--- config.mk ---
export PLATFORM = sky130hd
export DESIGN_NAME = sequence_id_bitmap_allocator_unit
export DESIGN_NICKNAME = d
export VERILOG_FILES = /design/src/hdl/sidba_pkg.sv /design/src/hdl/sequence_id_bitmap_allocator_unit.sv /design/src/hdl/sidba_ram.sv
export SDC_FILE = /design/constraint.sdc
export NUM_CORES = 1
export LEC_CHECK = 0
export ABC_CLOCK_PERIOD_IN_PS = 4800
export BUFFER_PORTS_ARGS = -buffer_cell sky130_fd_sc_hd__buf_2
export CAP_MARGIN = 20
export CORE_MARGIN = 3
export CORE_UTILIZATION = 40
export DETAILED_ROUTE_END_ITERATION = 16
export GPL_TIMING_DRIVEN = 1
export PLACE_DENSITY = 0.56
export SETUP_SLACK_MARGIN = 0.02
export SYNTH_ARGS = -nofsm -noshare
export SYNTH_HDL_FRONTEND = slang
export SYNTH_SLANG_ARGS = --single-unit
--- constraint.sdc ---
create_clock -name clk -period 4.8 [get_ports clk]
set_input_delay 0.24 -clock clk [delete_from_list [all_inputs] [get_ports clk]]
set_output_delay 0.24 -clock clk [all_outputs]
set_load 0.01 [all_outputs]
--- src/hdl/sidba_pkg.sv ---
`default_nettype none
// ----------------------------------------------------------------------------
// sidba_pkg: shared types and constants for the sequence id allocator
// Bitmap geometry, op and status codes, beat structs and the sequencer states.
// ----------------------------------------------------------------------------
package sidba_pkg;

  localparam int NUM_IDS   = 64;
  localparam int WORD_BITS = 32;
  localparam int NUM_WORDS = (NUM_IDS + WORD_BITS - 1) / WORD_BITS;
  localparam int WORD_AW   = (NUM_WORDS > 1) ? $clog2(NUM_WORDS) : 1;
  localparam int BIT_W     = $clog2(WORD_BITS);
  localparam int CAND_W    = WORD_AW + BIT_W;
  localparam int ID_W      = 8;
  localparam int ID_OUT_W  = 6;

  typedef logic [WORD_BITS-1:0] word_t;

  typedef enum logic [1:0] {
    OP_ALLOC   = 2'd0,
    OP_RELEASE = 2'd1,
    OP_TEST    = 2'd2,
    OP_NONE    = 2'd3
  } op_t;

  typedef enum logic [2:0] {
    ST_OK          = 3'd0,
    ST_NONE_FREE   = 3'd1,
    ST_OUT_OF_RANGE = 3'd2,
    ST_NOT_ALLOC   = 3'd3,
    ST_RESERVED    = 3'd4
  } status_t;

  typedef enum logic {
    S_IDLE = 1'b0,
    S_EVAL = 1'b1
  } state_t;

  typedef struct packed {
    op_t            op;
    logic [ID_W-1:0] id_in;
  } req_t;

  typedef struct packed {
    logic [ID_OUT_W-1:0] id_out;
    status_t             status;
    logic                is_free;
  } rsp_t;

  // Position of the lowest clear bit; 31 for a full word.
  function automatic logic [BIT_W-1:0] lowest_clear(input word_t w);
    logic [BIT_W-1:0] b;
    b = BIT_W'(WORD_BITS - 1);
    for (int i = WORD_BITS - 1; i >= 0; i--) begin
      if (!w[i]) begin
        b = BIT_W'(i);
      end
    end
    return b;
  endfunction

endpackage
`default_nettype wire

--- src/hdl/sequence_id_bitmap_allocator_unit.sv ---
`default_nettype none
// ----------------------------------------------------------------------------
// sequence_id_bitmap_allocator_unit: bitmap based sequence id allocator
// Allocates, releases and tests ids held as used bits in a word RAM.
// ----------------------------------------------------------------------------
// Release, test: word read on acceptance in S_IDLE, result registered on leaving S_EVAL.
// Allocate: result registered after the number of words visited (1 to NUM_WORDS),
//   one RAM read per word.
// Requests are handled one at a time; a new request is taken the cycle after the
//   previous result is registered, even if unclaimed.
// Reset (rst, synchronous): all ids free via per-word valid bits, word pointer
//   and reserved id cleared; no clearing pass over the RAM.
module sequence_id_bitmap_allocator_unit
  import sidba_pkg::*;
(
  input  wire logic            clk,
  input  wire logic            rst,
  input  wire logic            cfg_we,
  input  wire logic [ID_W-1:0] cfg_wdata,
  input  wire logic            req_valid,
  output logic                 req_ready,
  input  wire req_t            req,
  output logic                 rsp_valid,
  input  wire logic            rsp_ready,
  output rsp_t                 rsp
);

  state_t             state, state_next;
  req_t               cur;
  logic [WORD_AW-1:0] addr;
  logic [WORD_AW-1:0] scan_cnt;
  logic [WORD_AW-1:0] word_ptr;
  logic [ID_W-1:0]    reserved_id;
  logic [NUM_WORDS-1:0] valid;
  logic               rd_valid;

  logic               ram_re, ram_we;
  logic [WORD_AW-1:0] ram_raddr;
  word_t              ram_rdata, ram_wdata;

  word_t              word;
  logic [BIT_W-1:0]   lc;
  logic [CAND_W-1:0]  cand;
  logic               alloc_hit;
  logic               last_word;
  logic [WORD_AW-1:0] next_addr;
  logic [WORD_AW-1:0] req_addr;
  logic [BIT_W-1:0]   bit_idx;
  logic               in_range;
  logic               wr_req, advance, finish;
  rsp_t               res;

  assign req_ready = (state == S_IDLE);

  // Invalid entries read as all free
  assign word      = rd_valid ? ram_rdata : '0;
  assign lc        = lowest_clear(word);
  assign cand      = {addr, lc};
  assign alloc_hit = (word != '1) && (32'(cand) != 32'(reserved_id))
                     && (32'(cand) < 32'(NUM_IDS));
  assign last_word = (scan_cnt == WORD_AW'(NUM_WORDS - 1));
  assign next_addr = (addr == WORD_AW'(NUM_WORDS - 1)) ? '0 : addr + 1'b1;
  assign req_addr  = WORD_AW'(req.id_in >> BIT_W);
  assign bit_idx   = cur.id_in[BIT_W-1:0];
  assign in_range  = 32'(cur.id_in) < 32'(NUM_IDS);

  always_comb begin
    state_next = state;
    ram_re     = 1'b0;
    ram_raddr  = addr;
    ram_wdata  = word;
    wr_req     = 1'b0;
    advance    = 1'b0;
    finish     = 1'b0;
    ram_we     = 1'b0;
    res        = '0;
    res.status = ST_OK;
    unique case (state)
      S_IDLE: begin
        if (req_valid) begin
          ram_re     = 1'b1;
          ram_raddr  = (req.op == OP_ALLOC) ? word_ptr : req_addr;
          state_next = S_EVAL;
        end
      end
      S_EVAL: begin
        case (cur.op)
          OP_ALLOC: begin
            if (alloc_hit) begin
              res.id_out = ID_OUT_W'(cand);
              ram_wdata  = word | (word_t'(1) << lc);
              wr_req     = 1'b1;
            end else begin
              res.status = ST_NONE_FREE;
              advance    = !last_word;
            end
          end
          OP_RELEASE: begin
            if (cur.id_in == reserved_id) begin
              res.status = ST_RESERVED;
            end else if (!in_range) begin
              res.status = ST_OUT_OF_RANGE;
            end else if (!word[bit_idx]) begin
              res.status = ST_NOT_ALLOC;
            end else begin
              ram_wdata = word & ~(word_t'(1) << bit_idx);
              wr_req    = 1'b1;
            end
          end
          OP_TEST: begin
            if (!in_range) begin
              res.status = ST_OUT_OF_RANGE;
            end else begin
              res.is_free = !word[bit_idx];
            end
          end
          default: ;
        endcase
        if (advance) begin
          ram_re    = 1'b1;
          ram_raddr = next_addr;
        end else if (!rsp_valid || rsp_ready) begin
          finish     = 1'b1;
          ram_we     = wr_req;
          state_next = S_IDLE;
        end else begin
          // hold: re-read the same word while the result beat is blocked
          ram_re = 1'b1;
        end
      end
      default: ;
    endcase
  end

  always_ff @(posedge clk) begin
    if (rst) begin
      state       <= S_IDLE;
      rsp_valid   <= 1'b0;
      word_ptr    <= '0;
      reserved_id <= '0;
      valid       <= '0;
      rd_valid    <= 1'b0;
    end else begin
      state <= state_next;
      if (cfg_we) begin
        reserved_id <= cfg_wdata;
      end
      if (ram_re) begin
        rd_valid <= valid[ram_raddr];
      end
      if (ram_we) begin
        valid[addr] <= 1'b1;
      end
      if (finish) begin
        rsp_valid <= 1'b1;
        if (cur.op == OP_ALLOC && alloc_hit) begin
          word_ptr <= addr;
        end
      end else if (rsp_ready) begin
        rsp_valid <= 1'b0;
      end
    end
  end

  always_ff @(posedge clk) begin
    if (state == S_IDLE && req_valid) begin
      cur      <= req;
      addr     <= ram_raddr;
      scan_cnt <= '0;
    end else if (advance) begin
      addr     <= next_addr;
      scan_cnt <= scan_cnt + 1'b1;
    end
    if (finish) begin
      rsp <= res;
    end
  end

  sidba_ram #(
    .WIDTH (WORD_BITS),
    .DEPTH (NUM_WORDS),
    .AW    (WORD_AW)
  ) u_bitmap (
    .clk   (clk),
    .we    (ram_we),
    .waddr (addr),
    .wdata (ram_wdata),
    .re    (ram_re),
    .raddr (ram_raddr),
    .rdata (ram_rdata)
  );

  a_read_on_accept_only: assert property (@(posedge clk) disable iff (rst)
    (state == S_IDLE && !req_valid) |-> !ram_re)
    else $error("bitmap read issued without a request beat");

  a_write_marks_valid: assert property (@(posedge clk) disable iff (rst)
    ram_we |=> valid[$past(addr)])
    else $error("written bitmap word not marked valid");

  a_grant_not_reserved: assert property (@(posedge clk) disable iff (rst)
    (ram_we && cur.op == OP_ALLOC) |-> (32'(cand) != 32'(reserved_id)))
    else $error("reserved id granted");

  a_rsp_from_eval: assert property (@(posedge clk) disable iff (rst)
    $rose(rsp_valid) |-> ($past(state) == S_EVAL))
    else $error("result beat raised outside evaluation");

  a_scan_bound: assert property (@(posedge clk) disable iff (rst)
    (state == S_EVAL) |-> (32'(scan_cnt) < 32'(NUM_WORDS)))
    else $error("allocate scan ran past the last word");

endmodule
`default_nettype wire

--- src/hdl/sidba_ram.sv ---
`default_nettype none
// ----------------------------------------------------------------------------
// sidba_ram: simple dual-port RAM
// One write port and one read port; read data registered.
// ----------------------------------------------------------------------------
module sidba_ram #(
  parameter int WIDTH = 32,
  parameter int DEPTH = 2,
  parameter int AW    = (DEPTH > 1) ? $clog2(DEPTH) : 1
) (
  input  wire logic             clk,
  input  wire logic             we,
  input  wire logic [AW-1:0]    waddr,
  input  wire logic [WIDTH-1:0] wdata,
  input  wire logic             re,
  input  wire logic [AW-1:0]    raddr,
  output logic      [WIDTH-1:0] rdata
);

  logic [WIDTH-1:0] mem [DEPTH];

  always_ff @(posedge clk) begin
    if (we) begin
      mem[waddr] <= wdata;
    end
    if (re) begin
      rdata <= mem[raddr];
    end
  end

endmodule
`default_nettype wire
; Yosys cells after proc, flatten, opt, wreduce, memory -nomap -nowiden
; Memory sizes are Yosys's and may differ from the RTL's. A register that Yosys moved wholly into a read port is not among the register bits.
; Index checks and enable logic that the tools add are counted.
[word_totals]
regBits = 36
ram_bits = 64
inputBits = 23
wordCells = 128
mem_count = 1
[memory_table]
columns = memory, depth, word_bits, rd, rd_ports_with_merged_regs, write_ports, line
row1 = u_bitmap.mem, 2, 32, 1, 1, 1, sidba_ram.sv:20  ; logic [WIDTH-1:0] mem [DEPTH];
[classes]
n_addsub = 2
magnitude_cmp = 5
n_eq_ne = 5
shift = 2
mux = 80
bitwise_logic = 5
n_reduce_logical = 15
[op_table]
columns = op, count
row1 = 32-bit 2-to-1 mux, 6
row2 = 5-bit 2-to-1 mux, 26
row3 = 32-bit one-hot mux with 2 select lines, 1
row4 = "1-bit by 5-bit left shift with 32-bit output, first input constant", 2
row5 = 1-bit 2-to-1 mux, 33
row6 = 32-bit AND, 1
row7 = "32-bit inequality test, second input constant", 1
row8 = 32-bit NOT, 1
row9 = 32-bit bitwise OR, 1
row10 = 3-bit 2-to-1 mux, 4
row11 = 3-bit one-hot mux with 3 select lines, 1
row12 = 8-bit == test, 1
row13 = "8-bit by 7-bit < comparator with 1-bit output, second input constant", 1
row14 = 2-bit 2-to-1 mux, 4
row15 = 6-bit by 8-bit inequality test with 1-bit output, 1
row16 = "5-bit by 6-bit < comparator with 1-bit output, second input constant", 1
row17 = 1-bit one-hot mux with 2 select lines, 3
row18 = 3-bit AND reduction, 2
row19 = 1-bit binary-select mux with 5-bit select, 1
row20 = 1-bit logical AND, 4
row21 = 2-bit logical NOT, 2
row22 = "1-bit by 2-bit < comparator with 1-bit output, second input constant", 2
row23 = 2-bit nonzero test, 2
row24 = 1-bit logical NOT, 3
row25 = 9 further kinds, 10

; Logic depth before layout (Yosys ltp)
[logic_depth]
word_depth = 41
mapped_depth = 13
mapped_depth_nobuf = 9

; By module
; A second synthesis with hierarchy kept.
[unflattened]
hier_cells = 528
area_unflattened_um2 = 6625.1
[by_module_without_submodules]
columns = mod, instances, cells_each, area_each_um2
row1 = sidba_ram, 1, 134, 3439.5
row2 = sequence_id_bitmap_allocator_unit, 1, 394, 3185.6

; Least setup slack after synthesis
; Ideal clock, no wire load.
[synth_path]
path_type = reg2reg
start = reg rd_valid
end = mem u_bitmap.mem[0][0] (enable)
t_arrival_ns = 4.544
slack_ns = -0.217
stages_incl_launch_ff = 11
path_buffers = 4
synth_period_minus_slack_ns = 5.017
cell_sequence = dfxtp_1 buf_2 buf_2 clkbuf_1 clkbuf_1 a21oi_1 o311ai_0 o21ai_0 mux2i_1 nand2_1 a211oi_1
[synth_via]
elab_chain_cells = 41
elab_cells_between_ends = 50
[synth_rtl]
columns = item, line
row1 = start: declaration, sequence_id_bitmap_allocator_unit.sv:35  ; logic rd_valid;
row2 = start signal: assignment, sequence_id_bitmap_allocator_unit.sv:149  ; rd_valid <= valid[ram_raddr];
row3 = 32-bit 2-to-1 mux *, sequence_id_bitmap_allocator_unit.sv:56  ; assign word = rd_valid ? ram_rdata : '0;
row4 = 1-bit 2-to-1 mux, sidba_pkg.sv:55  ; if (!w[i]) begin
row5 = 2-bit 2-to-1 mux (2 in a row), sidba_pkg.sv:55
row6 = 3-bit 2-to-1 mux (2 in a row), sidba_pkg.sv:55
row7 = 5-bit 2-to-1 mux (26 in a row), sidba_pkg.sv:55
row8 = 6-bit by 8-bit inequality test with 1-bit output, sequence_id_bitmap_allocator_unit.sv:59  ; assign alloc_hit = (word != '1) && (32'(cand) != 32'(reserved_id))
row9 = 1-bit logical AND, sequence_id_bitmap_allocator_unit.sv:59
row10 = 1-bit 2-to-1 mux, sequence_id_bitmap_allocator_unit.sv:89  ; if (alloc_hit) begin
row11 = 1-bit one-hot mux with 2 select lines / 1-bit 2-to-1 mux (equally long branches), sequence_id_bitmap_allocator_unit.sv:87  ; case (cur.op)
row12 = "1-bit 2-to-1 mux, on equally long branches", "sequence_id_bitmap_allocator_unit.sv:122, sequence_id_bitmap_allocator_unit.sv:78"
row13 = 1-bit 2-to-1 mux *, sequence_id_bitmap_allocator_unit.sv:119  ; if (advance) begin
row14 = 1-bit 2-to-1 mux *, sequence_id_bitmap_allocator_unit.sv:78  ; unique case (state)
row15 = 1-bit 2-to-1 mux *, sidba_ram.sv:23  ; if (we) begin
row16 = 1-bit 2-to-1 mux (implied by the code) *, sidba_ram.sv:24  ; mem[waddr] <= wdata;
row17 = end: declaration, sidba_ram.sv:20
; Mark *: on every way between the ends. The rest lies on a longest branch, timed or not. The select of a mux whose other input is x is not followed.

; Final worst setup path
[layout_path]
start = reg rd_valid
end = mem u_bitmap.mem[1][13], data pin
[layout_via]
elab_chain_cells = 37
elab_cells_between_ends = 46
[layout_rtl]
columns = item, line
row1 = 32-bit 2-to-1 mux *, sequence_id_bitmap_allocator_unit.sv:56
row2 = 1-bit 2-to-1 mux, sidba_pkg.sv:55
row3 = 2-bit 2-to-1 mux (2 in a row), sidba_pkg.sv:55
row4 = 3-bit 2-to-1 mux (2 in a row), sidba_pkg.sv:55
row5 = 5-bit 2-to-1 mux (26 in a row), sidba_pkg.sv:55
row6 = 6-bit by 8-bit inequality test with 1-bit output / 1-bit by 5-bit left shift with 32-bit output (equally long branches), "sequence_id_bitmap_allocator_unit.sv:59, sequence_id_bitmap_allocator_unit.sv:91"
row7 = 1-bit logical AND / 32-bit bitwise OR (equally long branches), "sequence_id_bitmap_allocator_unit.sv:59, sequence_id_bitmap_allocator_unit.sv:91"
row8 = 32-bit 2-to-1 mux, sequence_id_bitmap_allocator_unit.sv:89
row9 = 32-bit one-hot mux with 2 select lines, sequence_id_bitmap_allocator_unit.sv:87
row10 = 32-bit 2-to-1 mux *, sequence_id_bitmap_allocator_unit.sv:78
row11 = via ram_wdata[13], sequence_id_bitmap_allocator_unit.sv:39  ; word_t ram_rdata, ram_wdata;
; Mark *: on every way through the listed nets, which the timed path passes. The rest lies on a longest branch. The select of a mux whose other input is x is not followed.

==> reports/qor.yml <==
yosysMostFrequentCell: "edfxtp_1"
final_util: 0.476
hpwl_um: 11900
rsz0062_at_grt: "false"
viasPerCell: 5.80
gr-usage-met1: 0.267
grt.busiest_layer: "met2"
cts_root_buf: "clkbuf_16"
worstPathArrival_ns: 4.03
drt-wirelength-per-cell_um: 20.7
area.growth.synth_to_final_pct: 16.0
synth_area_sq_um: 6540
grt_max_degree: 47
finClkSkew_ns: 0.0122
ios: 35
p_total_mw: 2.82
setup.worst_path.end: "u_bitmap.mem[1][13]$_DFFE_PP_"
use_met3: 0.0480
setup-violations-final: 0
avgSynthCellArea_sq_um: 12.4
first_iter_violations: 414
r2r_end: "u_bitmap.mem[1][13]$_DFFE_PP_"
min_period_ns: 3.82
hold_viol: 0
clk_path_buf_depth: 2
r2r_start: "rd_valid$_SDFFE_PP0P_"
grt_overflow: 0
timing.fmax_ghz: 0.262
hp-class: "input pin to flip-flop"
cts_resized: 0
cts_buffers: 17
firstDrtPassIters: 5
num-nets-final: 603
n_antenna_cell: 0
maxCapViolations: 0
finalCritPeriodShare: 0.795
die_area_sq_um: 17900
fin_setup_tns_ns: 0
power.leakage_nw: 2.70
coreArea_sq_um: 15900
ant_nets: 0
ys_warn_count: 0
worstSetupPathType: "flip-flop to flip-flop"
start_kind: "flip-flop"
slew_violations: 0
synthesis.nets: 551
clk_latency_ns: 0.42
crit_path_start: "rd_valid$_SDFFE_PP0P_"
yosysUniqueCellTypes: 64
async_reset_ff_frac: 0
gp_congestion: 0.970
row_count: 46
synth.cells.most_frequent: "edfxtp_1, nand2_1, nor2_1, o21ai_0, mux2_4"
die_y_um: 134
drive_gt1_frac: 0.243
drc: 0
synth_flop_cell: "edfxtp_1"
totalWireLength_um: 16700
rr_worst_depth: 9
synth.largest_area_cell: "edfxtp_1"
finalInstanceArea_sq_um: 7580
ys_ff_latch: 132
antenna_found_initial: 0
grt.total_usage: 0.197
initial_utilization: 0.410
critPathSlowestCell: "or3_2"
slowest_delay_ns: 0.65
grt_pass1_vias: 4659
vias: 4693
netlist_instances: 528
whs_path_depth: 1
cts_tree: "built"
crit_required_ns: 5.01
max_slew_margin: 0.344
synth_edf_count: 117
grt_pass1_wl_um: 26600
cts.clk_slew.worst_paths_ns: 0.06
crit_fanout: 12
status: "completed"
grt_util_met2: 0.303
path_cells: "nand3_2, or4_4, and3b_1, xnor2_1, and4_4, nand4_1, nand3_1, or3_2, o22ai_1"
ys_seq_area_frac: 0.583
cts.sinks: 132
die_x_um: 134
htreeDepth: 4
reg2reg_slack_ns: 0.98
tightest_slew_ns: 0.980
power_density_nw_per_um2: 372
cp-end-kind: "flip-flop"
yosys-top-cells-area: "edfxtp_1, mux2_4, dfxtp_1, o21ai_0, nand2_1"
portBuffers: 34
max-vdd-ir-drop_uv: 221
netlist.area_leader.share: 0.538
dpl_cell_area_sq_um: 6960
fin_hold_ws_ns: 0.0279
## cell usage in the layout, fill, tap and decap left out, types with 4 or more instances in the layout
cell and instances:
o21ai_0 34, buf_2 34, clkbuf_16 19, nand4_1 10, clkbuf_1 6, dlygate4sd3_1 8, or3_1 4, xor2_1 12
nand3_1 21, mux2_4 30, o311ai_0 4, o211ai_1 15, dfxtp_1 15, o22ai_1 13, nor3_1 14, edfxtp_1 117
or2_2 12, and3_2 4, a21oi_1 16, nor4_1 4, mux2i_1 11, a31oi_1 4, nand2b_1 6, buf_4 13
nand2_1 42, nor2b_1 5, and3_1 5, inv_1 17, and2_1 4, nor2_1 34, mux2_2 4
## stage by stage
step           std cells  setup WS [ns]
2_1_floorplan        528          0.617
3_3_place_gp         769           1.17
3_5_place_dp         769           1.05
4_1_cts              809           1.04
5_1_grt              809          0.783
6_report             809          0.984
## critical path: cells and delay by family (launching register included)
family                    cells  cell delay, ns
AOI/OAI and AO/OA             1            0.32
and+or+nand+nor               7            2.60
DFF                           1            0.57
xor gates and xnor gates      1            0.11
## how the worst min path moves through the flow
| stage | from | slack [ns] | to |
|---|---|---|---|
| floorplan | rst | 0.31 | state$_SDFF_PP0_ |
| global placement | req[4] | 0.42 | bit_idx[4]$_DFFE_PP_ |
| detailed placement | req[0] | 0.42 | bit_idx[0]$_DFFE_PP_ |
| CTS | req[8] | 0.008 | cur[8]$_DFFE_PP_ |
| global route | req[9] | 0.007 | cur[9]$_DFFE_PP_ |
| finish | req[9] | 0.03 | cur[9]$_DFFE_PP_ |
## registers in the layout (all words and copies together), names as in the netlist
signal,cells
addr,1
bit_idx,5
cur,5
last_word,1
rd_valid,1
reserved_id,8
rsp,10
rsp_valid,1
state,1
u_bitmap.mem,64
u_bitmap.rdata,32
valid,2
word_ptr,1
## cells by family after synthesis
group	Yosys count	share of synthesized area
xor+xnor	13	0.0174
compound gates	117	0.121
simple gates	178	0.141
mux	48	0.103
flops	132	0.583
buf+inv	40	0.0343
## routing by layer
metal,part of all wire,vias to the layer above
met4,0.031,0
met2,0.46,233
met1,0.43,2284
met3,0.073,39
li1,-,2137
met5,0,-
## repair_timing
item / 4_1_cts / 5_1_grt
hold buffers: 8 / 0
buffers inserted: 0 / 0
endpoints found under the hold margin: 8 / 0
## final cells by class
type	count	area, sq um
clock buffer	25	498
sequential	132	3810
inverter	17	63.8
clock inverter	7	47.5
multi-input combinational	356	2520
fill	1462	8360
tap	216	270
timing repair buffer	56	368
## power breakdown
part	leakage, nW	total (mW)	switching [mW]	internal, mW
Clock	0.262	1.18	0.459	0.720
Sequential	1.23	1.36	0.0583	1.31
Combinational	1.21	0.275	0.151	0.123
Total	2.70	2.82	0.668	2.15
Power figures use the tool's default switching activity.
